--- src/sv/ttb_pkg.sv ---
// Package for the triangle tangent basis block: widths, the triangle record
// passed from front to back, queue status and the back-end state type.
// No dependencies.
package ttb_pkg;

	localparam int IN_W   = 16;             // input field width
	localparam int EW     = IN_W + 1;       // exact edge / uv delta width
	localparam int PW     = 2 * EW;         // product width
	localparam int TW     = PW + 1;         // det / numerator width
	localparam int FRAC   = 21;             // num * 2^20 / det, rounded via *2
	localparam int DIVNW  = TW + FRAC + 1;  // dividend width
	localparam int DIVDW  = TW + 1;         // divisor width (2 * |det|)
	localparam int QW     = 33;             // kept quotient bits
	localparam int OW     = 32;             // result width
	localparam int CNTW   = $clog2(DIVNW);
	localparam int NTERM  = 7;              // det, then six numerators
	localparam int KW     = $clog2(NTERM);
	localparam int NRES   = 6;

	localparam logic [OW-1:0] SAT_POS = {1'b0, {(OW-1){1'b1}}};
	localparam logic [OW-1:0] SAT_NEG = {1'b1, {(OW-1){1'b0}}};

	// Term indexes
	localparam logic [KW-1:0] K_DET   = KW'(0);
	localparam logic [KW-1:0] K_TAN0  = KW'(1);
	localparam logic [KW-1:0] K_BIT0  = KW'(4);
	localparam logic [KW-1:0] K_LAST  = KW'(NTERM - 1);

	typedef struct packed {
		logic [2:0][EW-1:0] e1;
		logic [2:0][EW-1:0] e2;
		logic [EW-1:0]      d1u;
		logic [EW-1:0]      d1v;
		logic [EW-1:0]      d2u;
		logic [EW-1:0]      d2v;
	} tri_t;

	typedef struct packed {
		logic full;
		logic empty;
	} qstat_t;

	typedef enum logic [2:0] {
		B_IDLE,
		B_MUL,
		B_SUB,
		B_DIV,
		B_OUT
	} bst_t;

endpackage

--- src/sv/ttb_front.sv ---
// Front end: gathers three vertices, forms edges and uv deltas on the third.
// Depends on ttb_pkg.
module ttb_front (
	input  logic                clk,
	input  logic                arst_n,
	input  logic                in_valid,
	output logic                in_ready,
	input  logic [15:0]         pos_x,
	input  logic [15:0]         pos_y,
	input  logic [15:0]         pos_z,
	input  logic [15:0]         tex_u,
	input  logic [15:0]         tex_v,
	input  ttb_pkg::qstat_t     qs,
	output logic                push,
	output ttb_pkg::tri_t       rec
);

	logic [1:0]  corner_q;
	logic [15:0] pa_q [3];
	logic [15:0] pb_q [3];
	logic [15:0] ua_q, va_q, ub_q, vb_q;
	logic [15:0] cur [3];
	logic        third;
	logic        accept;

	assign third    = corner_q[1];   // index 3 behaves like 2
	assign in_ready = !third || !qs.full;
	assign accept   = in_valid && in_ready;
	assign push     = accept && third;

	assign cur[0] = pos_x;
	assign cur[1] = pos_y;
	assign cur[2] = pos_z;

	always_ff @(posedge clk or negedge arst_n) begin
		if (!arst_n) begin
			corner_q <= 2'd0;
		end else if (accept) begin
			corner_q <= third ? 2'd0 : corner_q + 2'd1;
		end
	end

	always_ff @(posedge clk) begin
		if (accept && !third) begin
			if (!corner_q[0]) begin
				for (int k = 0; k < 3; k++) pa_q[k] <= cur[k];
				ua_q <= tex_u;
				va_q <= tex_v;
			end else begin
				for (int k = 0; k < 3; k++) pb_q[k] <= cur[k];
				ub_q <= tex_u;
				vb_q <= tex_v;
			end
		end
	end

	// sign-extended 17-bit differences, exact
	always_comb begin
		for (int k = 0; k < 3; k++) begin
			rec.e1[k] = {pb_q[k][15], pb_q[k]} - {pa_q[k][15], pa_q[k]};
			rec.e2[k] = {cur[k][15], cur[k]} - {pb_q[k][15], pb_q[k]};
		end
		rec.d1u = {ub_q[15], ub_q} - {ua_q[15], ua_q};
		rec.d1v = {vb_q[15], vb_q} - {va_q[15], va_q};
		rec.d2u = {tex_u[15], tex_u} - {ub_q[15], ub_q};
		rec.d2v = {tex_v[15], tex_v} - {vb_q[15], vb_q};
	end

endmodule

--- src/sv/ttb_queue.sv ---
// Two-entry triangle queue between front and back.
// Depends on ttb_pkg.
module ttb_queue (
	input  logic             clk,
	input  logic             arst_n,
	input  logic             push,
	input  ttb_pkg::tri_t    din,
	input  logic             pop,
	output ttb_pkg::tri_t    head,
	output ttb_pkg::qstat_t  qs
);

	ttb_pkg::tri_t slot_q [2];
	logic          wp_q, rp_q;
	logic [1:0]    cnt_q;

	assign qs.full  = cnt_q[1];
	assign qs.empty = (cnt_q == 2'd0);
	assign head     = slot_q[rp_q];

	always_ff @(posedge clk or negedge arst_n) begin
		if (!arst_n) begin
			wp_q  <= 1'b0;
			rp_q  <= 1'b0;
			cnt_q <= 2'd0;
		end else begin
			if (push) wp_q <= !wp_q;
			if (pop)  rp_q <= !rp_q;
			cnt_q <= cnt_q + {1'b0, push} - {1'b0, pop};
		end
	end

	always_ff @(posedge clk) begin
		if (push) slot_q[wp_q] <= din;
	end

endmodule

--- src/sv/ttb_div.sv ---
// Shared restoring divider: num * 2^20 / det as Q12.20, rounded half away
// from zero and saturated. One quotient bit per cycle. Depends on ttb_pkg.
module ttb_div (
	input  logic                            clk,
	input  logic                            arst_n,
	input  logic                            start,
	input  logic signed [ttb_pkg::TW-1:0]   num,
	input  logic signed [ttb_pkg::TW-1:0]   det,
	output logic                            done,
	output logic [ttb_pkg::OW-1:0]          quot
);

	logic                         busy_q;
	logic [ttb_pkg::CNTW-1:0]     cnt_q;
	logic [ttb_pkg::DIVNW-1:0]    n_q;
	logic [ttb_pkg::DIVDW-1:0]    d_q;
	logic [ttb_pkg::DIVDW-1:0]    rem_q;
	logic [ttb_pkg::QW-1:0]       q_q;
	logic                         ovf_q, neg_q, done_q;
	logic [ttb_pkg::OW-1:0]       quot_q;

	logic [ttb_pkg::TW-1:0]       nm, dm;
	logic [ttb_pkg::DIVDW:0]      sh;
	logic                         ge;
	logic [ttb_pkg::QW-1:0]       qf;
	logic                         of;
	logic                         last;
	logic [ttb_pkg::OW-1:0]       sat;

	assign nm = num[ttb_pkg::TW-1] ? ttb_pkg::TW'(-num) : ttb_pkg::TW'(num);
	assign dm = det[ttb_pkg::TW-1] ? ttb_pkg::TW'(-det) : ttb_pkg::TW'(det);

	assign sh   = {rem_q, n_q[ttb_pkg::DIVNW-1]};
	assign ge   = sh >= {1'b0, d_q};
	assign qf   = {q_q[ttb_pkg::QW-2:0], ge};
	assign of   = ovf_q || q_q[ttb_pkg::QW-1];
	assign last = (cnt_q == ttb_pkg::CNTW'(ttb_pkg::DIVNW - 1));

	always_comb begin
		if (!neg_q) begin
			sat = (of || qf[32] || qf[31]) ? ttb_pkg::SAT_POS : qf[31:0];
		end else begin
			sat = (of || qf[32] || (qf[31] && |qf[30:0])) ? ttb_pkg::SAT_NEG
				: ttb_pkg::OW'(-qf[31:0]);
		end
	end

	assign done = done_q;
	assign quot = quot_q;

	always_ff @(posedge clk or negedge arst_n) begin
		if (!arst_n) begin
			busy_q <= 1'b0;
			done_q <= 1'b0;
			cnt_q  <= '0;
		end else begin
			done_q <= 1'b0;
			if (start && !busy_q) begin
				busy_q <= 1'b1;
				cnt_q  <= '0;
			end else if (busy_q) begin
				cnt_q <= cnt_q + 1'b1;
				if (last) begin
					busy_q <= 1'b0;
					done_q <= 1'b1;
				end
			end
		end
	end

	always_ff @(posedge clk) begin
		if (start && !busy_q) begin
			n_q   <= {1'b0, nm, {ttb_pkg::FRAC{1'b0}}} + ttb_pkg::DIVNW'(dm);
			d_q   <= {dm, 1'b0};
			rem_q <= '0;
			q_q   <= '0;
			ovf_q <= 1'b0;
			neg_q <= num[ttb_pkg::TW-1] ^ det[ttb_pkg::TW-1];
		end else if (busy_q) begin
			n_q   <= {n_q[ttb_pkg::DIVNW-2:0], 1'b0};
			rem_q <= ge ? ttb_pkg::DIVDW'(sh - {1'b0, d_q}) : sh[ttb_pkg::DIVDW-1:0];
			q_q   <= qf;
			ovf_q <= of;
			if (last) quot_q <= sat;
		end
	end

endmodule

--- src/sv/ttb_back.sv ---
// Back end: det and numerators on two shared multipliers, six divisions on
// one divider, and the output register. Depends on ttb_pkg, ttb_div.
module ttb_back (
	input  logic                 clk,
	input  logic                 arst_n,
	input  ttb_pkg::qstat_t      qs,
	input  ttb_pkg::tri_t        head,
	output logic                 pop,
	output logic                 out_valid,
	input  logic                 out_ready,
	output logic [31:0]          tangent_x,
	output logic [31:0]          tangent_y,
	output logic [31:0]          tangent_z,
	output logic [31:0]          bitangent_x,
	output logic [31:0]          bitangent_y,
	output logic [31:0]          bitangent_z,
	output logic                 degenerate
);

	ttb_pkg::bst_t                      st_q, st_d;
	logic [ttb_pkg::KW-1:0]             k_q;
	ttb_pkg::tri_t                      rec_q;
	logic signed [ttb_pkg::PW-1:0]      pa_s1, pb_s1;
	logic signed [ttb_pkg::TW-1:0]      det_q;
	logic [ttb_pkg::OW-1:0]             res_q [ttb_pkg::NRES];
	logic                               degen_q;
	logic                               ovalid_q;
	logic [ttb_pkg::OW-1:0]             out_q [ttb_pkg::NRES];
	logic                               odegen_q;

	logic signed [ttb_pkg::EW-1:0]      ma0, ma1, mb0, mb1;
	logic [1:0]                         c;
	logic signed [ttb_pkg::TW-1:0]      term;
	logic                               div_start, div_done;
	logic [ttb_pkg::OW-1:0]             div_q;
	logic                               load_out;
	logic [ttb_pkg::KW-1:0]             ridx;

	assign term = ttb_pkg::TW'(pa_s1) - ttb_pkg::TW'(pb_s1);
	assign ridx = k_q - ttb_pkg::K_TAN0;

	// operand select per term
	always_comb begin
		c = (k_q >= ttb_pkg::K_BIT0) ? 2'(k_q - ttb_pkg::K_BIT0)
			: 2'(k_q - ttb_pkg::K_TAN0);
		if (k_q == ttb_pkg::K_DET) begin
			ma0 = $signed(rec_q.d1u); ma1 = $signed(rec_q.d2v);
			mb0 = $signed(rec_q.d2u); mb1 = $signed(rec_q.d1v);
		end else if (k_q < ttb_pkg::K_BIT0) begin
			ma0 = $signed(rec_q.d2v); ma1 = $signed(rec_q.e1[c]);
			mb0 = $signed(rec_q.d1v); mb1 = $signed(rec_q.e2[c]);
		end else begin
			ma0 = $signed(rec_q.d1u); ma1 = $signed(rec_q.e2[c]);
			mb0 = $signed(rec_q.d2u); mb1 = $signed(rec_q.e1[c]);
		end
	end

	// next state
	always_comb begin
		st_d = st_q;
		unique case (st_q)
			ttb_pkg::B_IDLE: if (!qs.empty) st_d = ttb_pkg::B_MUL;
			ttb_pkg::B_MUL:  st_d = ttb_pkg::B_SUB;
			ttb_pkg::B_SUB: begin
				if (k_q != ttb_pkg::K_DET) st_d = ttb_pkg::B_DIV;
				else if (term == '0)        st_d = ttb_pkg::B_OUT;
				else                        st_d = ttb_pkg::B_MUL;
			end
			ttb_pkg::B_DIV: begin
				if (div_done) st_d = (k_q == ttb_pkg::K_LAST) ? ttb_pkg::B_OUT
					: ttb_pkg::B_MUL;
			end
			ttb_pkg::B_OUT: if (!ovalid_q || out_ready) st_d = ttb_pkg::B_IDLE;
			default: st_d = ttb_pkg::B_IDLE;
		endcase
	end

	// outputs of the sequencer
	always_comb begin
		pop       = 1'b0;
		div_start = 1'b0;
		load_out  = 1'b0;
		unique case (st_q)
			ttb_pkg::B_IDLE: pop = !qs.empty;
			ttb_pkg::B_SUB:  div_start = (k_q != ttb_pkg::K_DET);
			ttb_pkg::B_OUT:  load_out = !ovalid_q || out_ready;
			default: ;
		endcase
	end

	always_ff @(posedge clk or negedge arst_n) begin
		if (!arst_n) begin
			st_q     <= ttb_pkg::B_IDLE;
			ovalid_q <= 1'b0;
		end else begin
			st_q <= st_d;
			if (load_out)       ovalid_q <= 1'b1;
			else if (out_ready) ovalid_q <= 1'b0;
		end
	end

	always_ff @(posedge clk) begin
		if (pop) begin
			rec_q <= head;
			k_q   <= ttb_pkg::K_DET;
		end
		if (st_q == ttb_pkg::B_MUL) begin
			pa_s1 <= ma0 * ma1;
			pb_s1 <= mb0 * mb1;
		end
		if (st_q == ttb_pkg::B_SUB && k_q == ttb_pkg::K_DET) begin
			det_q   <= term;
			degen_q <= (term == '0);
			k_q     <= ttb_pkg::K_TAN0;
			if (term == '0) begin
				for (int i = 0; i < ttb_pkg::NRES; i++) res_q[i] <= '0;
			end
		end
		if (st_q == ttb_pkg::B_DIV && div_done) begin
			res_q[ridx] <= div_q;
			k_q         <= k_q + 1'b1;
		end
		if (load_out) begin
			for (int i = 0; i < ttb_pkg::NRES; i++) out_q[i] <= res_q[i];
			odegen_q <= degen_q;
		end
	end

	ttb_div u_div (
		.clk    (clk),
		.arst_n (arst_n),
		.start  (div_start),
		.num    (term),
		.det    (det_q),
		.done   (div_done),
		.quot   (div_q)
	);

	assign out_valid   = ovalid_q;
	assign tangent_x   = out_q[0];
	assign tangent_y   = out_q[1];
	assign tangent_z   = out_q[2];
	assign bitangent_x = out_q[3];
	assign bitangent_y = out_q[4];
	assign bitangent_z = out_q[5];
	assign degenerate  = odegen_q;

endmodule

--- src/sv/triangle_tangent_basis.sv ---
// Flow: a vertex is taken each cycle unless the queue is full on a third
// vertex; a triangle's result follows its third vertex through pop, det multiply
// and subtract, then six terms of multiply, subtract and division (skipped when
// det is zero), then the output load. Throughput is set by the one shared
// bit-serial divider; two triangles queue ahead of it before the input stalls.
// Reset: arst_n clears corner count, queue pointers, sequencer and out_valid.
module triangle_tangent_basis (
	input  logic        clk,
	input  logic        arst_n,
	// vertex channel, one beat per vertex
	input  logic        in_valid,
	output logic        in_ready,
	input  logic [15:0] pos_x,
	input  logic [15:0] pos_y,
	input  logic [15:0] pos_z,
	input  logic [15:0] tex_u,
	input  logic [15:0] tex_v,
	// result channel, one beat per triangle
	output logic        out_valid,
	input  logic        out_ready,
	output logic [31:0] tangent_x,
	output logic [31:0] tangent_y,
	output logic [31:0] tangent_z,
	output logic [31:0] bitangent_x,
	output logic [31:0] bitangent_y,
	output logic [31:0] bitangent_z,
	output logic        degenerate
);

	// Front: holds vertices one and two, forms exact 17-bit edges and uv
	// deltas when the third arrives, pushes one triangle record.
	ttb_pkg::tri_t   rec, head;
	ttb_pkg::qstat_t qs;
	logic            push, pop;

	ttb_front u_front (
		.clk      (clk),
		.arst_n   (arst_n),
		.in_valid (in_valid),
		.in_ready (in_ready),
		.pos_x    (pos_x),
		.pos_y    (pos_y),
		.pos_z    (pos_z),
		.tex_u    (tex_u),
		.tex_v    (tex_v),
		.qs       (qs),
		.push     (push),
		.rec      (rec)
	);

	// Queue decouples vertex intake from the slow back end.
	ttb_queue u_queue (
		.clk    (clk),
		.arst_n (arst_n),
		.push   (push),
		.din    (rec),
		.pop    (pop),
		.head   (head),
		.qs     (qs)
	);

	// Back: det, numerators, divisions, saturation, output register. The
	// output register lets the next triangle be worked while a result waits.
	ttb_back u_back (
		.clk         (clk),
		.arst_n      (arst_n),
		.qs          (qs),
		.head        (head),
		.pop         (pop),
		.out_valid   (out_valid),
		.out_ready   (out_ready),
		.tangent_x   (tangent_x),
		.tangent_y   (tangent_y),
		.tangent_z   (tangent_z),
		.bitangent_x (bitangent_x),
		.bitangent_y (bitangent_y),
		.bitangent_z (bitangent_z),
		.degenerate  (degenerate)
	);

endmodule

--- config.mk ---
export PLATFORM = sky130hd
export DESIGN_NAME = triangle_tangent_basis
export DESIGN_NICKNAME = d
export VERILOG_FILES = /design/src/sv/ttb_pkg.sv /design/src/sv/ttb_front.sv /design/src/sv/ttb_queue.sv /design/src/sv/ttb_div.sv /design/src/sv/ttb_back.sv /design/src/sv/triangle_tangent_basis.sv
export SDC_FILE = /design/constraint.sdc
export NUM_CORES = 2
export LEC_CHECK = 0
export BUFFER_PORTS_ARGS = -buffer_cell sky130_fd_sc_hd__clkbuf_2
export CORE_MARGIN = 1.5
export CORE_UTILIZATION = 50
export CTS_CLUSTER_DIAMETER = 200
export DETAILED_ROUTE_END_ITERATION = 7
export HOLD_SLACK_MARGIN = 0.02
export PLACE_DENSITY_LB_ADDON = 0.2
export SETUP_SLACK_MARGIN = 0.1
export SYNTH_ARGS = -nofsm -noshare
export SYNTH_HDL_FRONTEND = slang
export SYNTH_HIERARCHICAL = 1
export SYNTH_SLANG_ARGS = --single-unit
--- constraint.sdc ---
create_clock -name clk -period 28.1 [get_ports clk]
set_clock_uncertainty 0.1 [all_clocks]
set_input_delay 5.62 -clock clk [delete_from_list [all_inputs] [get_ports clk]]
set_output_delay 5.62 -clock clk [all_outputs]
set_load 0.005 [all_outputs]
* After elaboration in Yosys (flattened, before gate mapping)
Memories as Yosys holds them, arrays and structs flattened. A register that Yosys moved wholly into a read port is not among the register bits.
Cells that the tools add are included.
Widths: inputs -> output; s select.
** Word-level totals
- Input bits :: 84
- Memories kept :: 5
- RAM bits :: 820
- Output and inout bits :: 195
- Word-level logic and storage cells :: 169
- Register bits after elaboration :: 385
** Operators by class
- Eq/ne operators :: 9
- Add/subtract/negate cells :: 23
- Reductions and logical operators :: 34
- Order comparisons :: 4
- $mul :: 2
- Bitwise operators :: 3
- Multiplexer cells :: 63
** Memories
- u_queue.slot_q :: depth 2, bits a word 170, rd ports 1, clocked after Yosys merged registers in 1, write ports 1, RTL line ttb_queue.sv:13 : ttb_pkg::tri_t slot_q [2];
- u_back.out_q :: depth 6, bits a word 32, rd ports 6, clocked after Yosys merged registers in 0, write ports 6, RTL line ttb_back.sv:28 : logic [ttb_pkg::OW-1:0] out_q [ttb_pkg::NRES];
- u_back.res_q :: depth 6, bits a word 32, rd ports 6, clocked after Yosys merged registers in 0, write ports 6, RTL line ttb_back.sv:25 : logic [ttb_pkg::OW-1:0] res_q [ttb_pkg::NRES];
- u_front.pa_q :: depth 3, bits a word 16, rd ports 3, clocked after Yosys merged registers in 0, write ports 3, RTL line ttb_front.sv:19 : logic [15:0] pa_q [3];
- u_front.pb_q :: depth 3, bits a word 16, rd ports 3, clocked after Yosys merged registers in 0, write ports 3, RTL line ttb_front.sv:20 : logic [15:0] pb_q [3];
** Operator list (number)
- $mux 17 :: 10
- $sub 16x16->17 :: 10
- $mux 32 :: 4
- $mux 57 :: 2
- $mux 35 :: 2
- $neg 35->35 :: 2
- $bmux 17 s2 :: 2
- $mul 17x17->34 :: 2
- $add 56x35->57 :: 1
- $ge 37x36->1 :: 1
- $mux 36 :: 1
- $sub 36x36->36 :: 1
- $logic_not 35->1 :: 1
- $sub 34x34->35 :: 1
- $neg 32->32 :: 1
- $reduce_or 32->1 :: 1
- $reduce_or 31->1 :: 1
- $mux 3 :: 10
- $mux 1 :: 27
- $pmux 3 s5 :: 1
- $mux 6 :: 2
- $logic_and 1x1->1 :: 7
- $logic_not 1->1 :: 7
- $add 6x1->6 const B :: 1
- other kinds (25) :: 40

* Logic depth before layout (Yosys ltp)
- Depth after elaboration :: 7
- Gate-level depth with buffers :: 38
- Mapped depth without buffers :: 34

* By module
The synthesis kept the hierarchy.
** Modules (own cells, without submodules)
- ttb_back :: area an instance 47140.2 sq um, seq. area each 19979.2 sq um, instances 1, cells an instance 4035
- ttb_div :: area an instance 13280.2 sq um, seq. area each 5355.1 sq um, instances 1, cells an instance 1486
- ttb_front :: area an instance 13068.8 sq um, seq. area each 4854.7 sq um, instances 1, cells an instance 1387
- ttb_queue :: area an instance 12823.5 sq um, seq. area each 10309.9 sq um, instances 1, cells an instance 544

* Worst setup path before layout
Ideal clock, no wire load.
- Path type :: register to register
- Start point :: register u_back.st_q[0]
- End point :: register u_queue.cnt_q[1]
- Data arrival time :: 19.449 ns
- Period minus slack after synthesis :: 19.685 ns
- Required time :: 27.865 ns
- Library setup time :: 0.135 ns
- Path slack :: 8.415 ns
- Cell stages (with the launch flop) :: 7
- Cell sequence :: dfrtp_1 > clkbuf_1 > nor4_1 > ha_1 > inv_1 > ha_1 > xor3_1
** On the way
- Word-level cells in the longest chain between the ends :: 3
** RTL lines
- start: declaration :: RTL line ttb_back.sv:20 : ttb_pkg::bst_t st_q, st_d;
- start signal: assignment :: RTL line ttb_back.sv:93 : st_q <= ttb_pkg::B_IDLE;
- start signal: assignment :: RTL line ttb_back.sv:96 : st_q <= st_d;
- $logic_not 3->1 :: RTL line ttb_back.sv:83 : unique case (st_q)
- $mux 1 :: RTL line ttb_back.sv:83
- via pop :: RTL line triangle_tangent_basis.sv:34 : logic push, pop;
- $sub 2x1->2 :: RTL line ttb_queue.sv:29 : cnt_q <= cnt_q + {1'b0, push} - {1'b0, pop};
- end signal: assignment :: RTL line ttb_queue.sv:29
- end: declaration :: RTL line ttb_queue.sv:15 : logic [1:0] cnt_q;
The timed path passes the listed nets, and every way through them passes these cells.
A chain may end at the register's enable or synchronous reset.

* Final worst setup path
- Start point :: register u_back/k_q[0] (netlist name)
- End point :: register u_back/pa_s1[33] (netlist name), data pin
** On the way
- Word-level cells in the longest chain between the ends :: 7
- Elaborated cells between the ends (all ways) :: 15
- Classes of those cells :: add/sub: 2; mul: 1; order compare: 2; mux: 9; reduce/logical: 1
** RTL lines
- start: declaration :: RTL line ttb_back.sv:21 : logic [ttb_pkg::KW-1:0] k_q;
- start signal: assignment :: RTL line ttb_back.sv:105 : k_q <= ttb_pkg::K_DET;
- start signal: assignment :: RTL line ttb_back.sv:114 : k_q <= ttb_pkg::K_TAN0;
- start signal: assignment :: RTL line ttb_back.sv:121 : k_q <= k_q + 1'b1;
- $sub 3x1->3 (tied with other cells)
- $mux 2 :: RTL line ttb_back.sv:44 : c = (k_q >= ttb_pkg::K_BIT0) ? 2'(k_q - ttb_pkg::K_BIT0)
- $bmux 17 s2, on equally long branches :: RTL line ttb_back.sv:53, ttb_back.sv:50
- $mux 17, on equally long branches :: RTL line ttb_back.sv:53, ttb_back.sv:50
- $mux 17 :: RTL line ttb_back.sv:49 : end else if (k_q < ttb_pkg::K_BIT0) begin
- $mux 17 :: RTL line ttb_back.sv:46 : if (k_q == ttb_pkg::K_DET) begin
- $mul 17x17->34 * :: RTL line ttb_back.sv:108 : pa_s1 <= ma0 * ma1;
- end signal: assignment :: RTL line ttb_back.sv:108
- end: declaration :: RTL line ttb_back.sv:23 : logic signed [ttb_pkg::PW-1:0] pa_s1, pb_s1;
Every way passes the cells marked *; elsewhere a longest branch is shown, timed or not. The select of a mux whose other input is x is not followed.

==> impl.org <==
** GRT
- The total overflow left after global routing is 0.
- Largest net degree at the start of global routing :: ~110
- The number of global-route vias before repair is about 55000.
- The number of antenna violations at the first check in global routing came to 0.
- Total GRT Usage :: 0.2424
- The first global-routing pass estimated roughly 330000 um of wire.

** Worst setup path
- Most prevalent standard cell on the critical path :: fa_1
- Setup crit end kind :: flop
- For the worst setup path, the data required time is approximately 29 ns.
- Data arrives at the worst endpoint at roughly 11 ns.
- The slowest stage of the critical path belongs to the cell o21ai_1.
- In this design, the stage delay of the slowest critical-path cell is between 0.8 and 0.9 ns.
- Type of the worst setup path :: flop to flop
- For flop-to-flop paths, the worst setup slack is approximately 18 ns.
- Highest fanout seen on the critical path :: 35
- Nature of the critical path startpoint :: flop

** Synth
- Synth unique cells :: about 100
- Share of cell area taken by muxes after synthesis :: 0.04553
- Main combinational cell family by area after synthesis :: adder cells
- The synthesized design contains 1287 enable-type register cells.
- For this run, the leading register cell type out of synthesis is edfxtp_1.
- Counting flops with an async set or reset pin after synthesis yields a share of 0.01309.
- Synth Register Bits :: about 1400
- The number of nets in the synthesized netlist is about 8600.
- Arithmetic-cell share of the synthesized area counting full adders, half adders and majority gates :: 0.2019
- After synthesis, the mean cell area works out to about 12 sq um.
- The fraction of the mapped netlist area in compound gates is 0.08295.
- Gate Count Post-Synth :: around 7500
- Seq/Total Area, Yosys :: 0.4692
- Post-synthesis xor/xnor area fraction :: 0.03407
- The Yosys step of the flow raised 6 warnings.
- The mapped netlist covers 0.08631 sq mm.
- Of the total synthesized cell area, the portion taken by AND, OR, NAND and NOR gates is 0.1093.

** Clock tree
- Clock tree from TritonCTS :: done
- Clock transition at the register clock pins on the worst setup and hold paths after CTS :: about 0.060 ns
- Counting the buffers created by CTS gives about 140.
- Clock Root Buffer :: clkbuf_16
- The H-tree was split into 4 levels.
- No sink is reached through more buffers than the 3 on the longest clock path.
- In this run, post-CTS hold repair placed 0 buffers.
- Clk Latency, worst-skew pair :: around 0.81 ns
- Post-CTS repair changed the size of 0 cells.
- Clock sink total :: 1375
- Buffer count from post-CTS setup fixing :: 0

** Timing
- The number of hold violations in the final report is 0.
- Final Setup Violations :: 0
- Of the available clock period, the critical path in the final layout requires 0.3598.
- Setup repair after global routing left no endpoint under its margin.
- Crit path time final :: 10.11 ns
- Sum Neg Setup Slack :: 0 ns
- Transition time of the tightest slew-check pin :: 1.180 ns
- Final slew viol count :: 0
- In this run the tightest slew margin relative to its limit is 0.1909.
- Timing would allow up to just under 100 MHz.

** Run
- The tool flagged a number of max-cap violations equal to 0.

** Place
- Buffers placed on the I/O ports in this run total about 280.
- Once detailed placement completed, the half-perimeter wirelength came to about 160000 um.
- The congestion estimate from routability-driven global placement came to approximately 0.94.
- Post-placement cell count :: between 9000 and 10000

** Routing
- The first TritonRoute pass finished after 5 iterations.
- DRT antenna net count :: 0
- After detailed routing, the number of remaining DRC violations is 0.
- The first routing iteration left 4056 violations.
- Total wire length after detailed routing :: approximately 210000 um
- Vias :: around 55000
- Using the TritonRoute via totals, the vias-per-cell ratio works out to 5.448.
- Dividing the detail-routed wire length by the instance count gives 20.76 um.

** Hold path
- Hold Crit Class :: flop to flop

** Final layout
- In the final design database the tool counted about 8900 nets.
- The count of cells in the finished layout, fillers not included, comes to ~10000.
- Leaving out fill and tap cells, the most frequent cell in the layout is edfxtp_1.
- Area overhead of the layout relative to synthesis :: 10.27%
- In the layout the commonest cells are edfxtp_1 (1287), inv_1 (1063), nand2_1 (691).
- Of the cells placed in the final design, the portion with a size suffix greater than 1 is 0.1083.

** Die
- Initial Util :: 0.5032
- Row Count :: roughly 150
- The floorplan step set the die width to ~420 um.
- Area of the die :: ~0.18 sq mm
- Core Footprint :: about 0.17 sq mm
- Die outline height :: between 400 and 500 um
- During I/O placement, the number of pins put on the boundary was between 200 and 300.

** Outcome
- Status :: finished, final reports clean
-- Yosys cell counts, drive strengths merged, types with 12 or more instances --
library cell | n | area share
edfxtp | 1287 | 0.45
inv | 1065 | 0.046
nand2 | 693 | 0.030
fa | 605 | 0.14
nor2 | 580 | 0.025
ha | 425 | 0.062
o21ai | 303 | 0.018
xnor2 | 236 | 0.024
a21oi | 228 | 0.013
mux2 | 207 | 0.031
clkbuf | 161 | 0.0070
and2 | 151 | 0.011
mux2i | 126 | 0.015
nand2b | 106 | 0.0077
xor2 | 97 | 0.0098
nor3 | 96 | 0.0056
a21o | 90 | 0.0078
nand3 | 80 | 0.0046
dfxtp | 70 | 0.016
nor2b | 68 | 0.0049
o21a | 63 | 0.0055
o31ai | 61 | 0.0054
buf | 53 | 0.0037
or3 | 47 | 0.0036
a31oi | 42 | 0.0030
and3 | 38 | 0.0028
nand4 | 38 | 0.0028
o41ai | 29 | 0.0033
nor4 | 28 | 0.0021
a211oi | 27 | 0.0024
o211ai | 26 | 0.0024
o21bai | 24 | 0.0021
or4 | 24 | 0.0021
dfrtp | 18 | 0.0052
a211o | 17 | 0.0017
o31a | 17 | 0.0017
or2 | 16 | 0.0012
a221o | 15 | 0.0018
nand3b | 15 | 0.0013
o311ai | 14 | 0.0015
a221oi | 13 | 0.0014
nor3b | 12 | 0.0010
-- worst max-delay path: cells and delay by family (launching register included) --
kind                       cells  cell delay [ns]
AOI/OAI and AO/OA             12             3.47
xor gates and xnor gates       1             0.08
adders and majority gates      8             3.71
buffers and inverters          6             1.06
DFF                            1             0.59
muxes                          1             0.15
and+or+nand+nor                4             0.69
-- sequential cells by signal, summed over array words and instances, names as in the netlist, 36 cells and up --
signal / flops
u_back/u_div/rem_q: 36
u_back/out_q: 192
u_queue/slot_q: 340
u_back/u_div/n_q: 57
u_back/res_q: 192
u_back/rec_q: 170
u_front/pb_q: 48
u_front/pa_q: 48
-- cell type report --
class,instances,area (sq um)
Timing Repair Buffer,380,2157
Inverter,1065,3998
Sequential cell,1375,40500
Clock buffer,170,3711
Antenna cell,1,2.502
Clock inverter,80,868.3
Tap cell,2310,2890
Fill cell,14530,76370
Multi-Input combinational cell,4798,41050
-- final timing paths --
kind / from / depth (start not counted) / end
worst min-delay path: u_back/res_q[2][7] / 0 / u_back/out_q[2][7]
worst min register to register: u_back/res_q[2][7] / 0 / u_back/out_q[2][7]
max in group asynchronous: arst_n / 1 / u_queue/rp_q
min in group asynchronous: arst_n / 1 / u_back/u_div/busy_q
worst max register to register: u_back/k_q[0] / 32 / u_back/pa_s1[33]
worst max-delay path: u_back/k_q[0] / 32 / u_back/pa_s1[33]
-- kinds of logic (layout without fill, tap and decap cells) --
group / after synthesis / count (layout)
buffers and inverters: 1279 / 1695
flip-flops: 1375 / 1375
XOR/XNOR: 334 / 334
adder cells (fa/ha/maj): 1030 / 1030
other: 0 / 1
AND/OR/NAND/NOR: 2022 / 2022
AO/OA/AOI/OAI: 1079 / 1079
multiplexers: 333 / 333
-- routing by layer --
metal  global-route usage  part of all wire  vias to the layer above  wire, um
met5                    0                 0                        -         0
met1               0.3330              0.44                    27330     93170
met4              0.08308             0.033                        0      7033
met2               0.3949              0.47                     1626     99720
met3              0.03479             0.054                      333     11430
li1                     -                 -                    26170         -
-- through the flow --
stage / cell area, sq um / hold slack (ns) / utilization / setup WS, ns
2_1_floorplan: 86310 / 0.3003 / - / 8.415
3_3_place_gp: 90600 / 0.3010 / 0.5281 / 18.21
3_5_place_dp: 90600 / 0.3045 / 0.5281 / 17.96
4_1_cts: 95180 / 0.3065 / 0.5548 / 17.94
5_1_grt: 95180 / 0.3010 / 0.5548 / 17.46
6_report: 95180 / 0.2992 / 0.5548 / 17.99
Power is not shown: default switching activity piles up to over one toggle a cycle in this logic, so the estimate is an artifact.
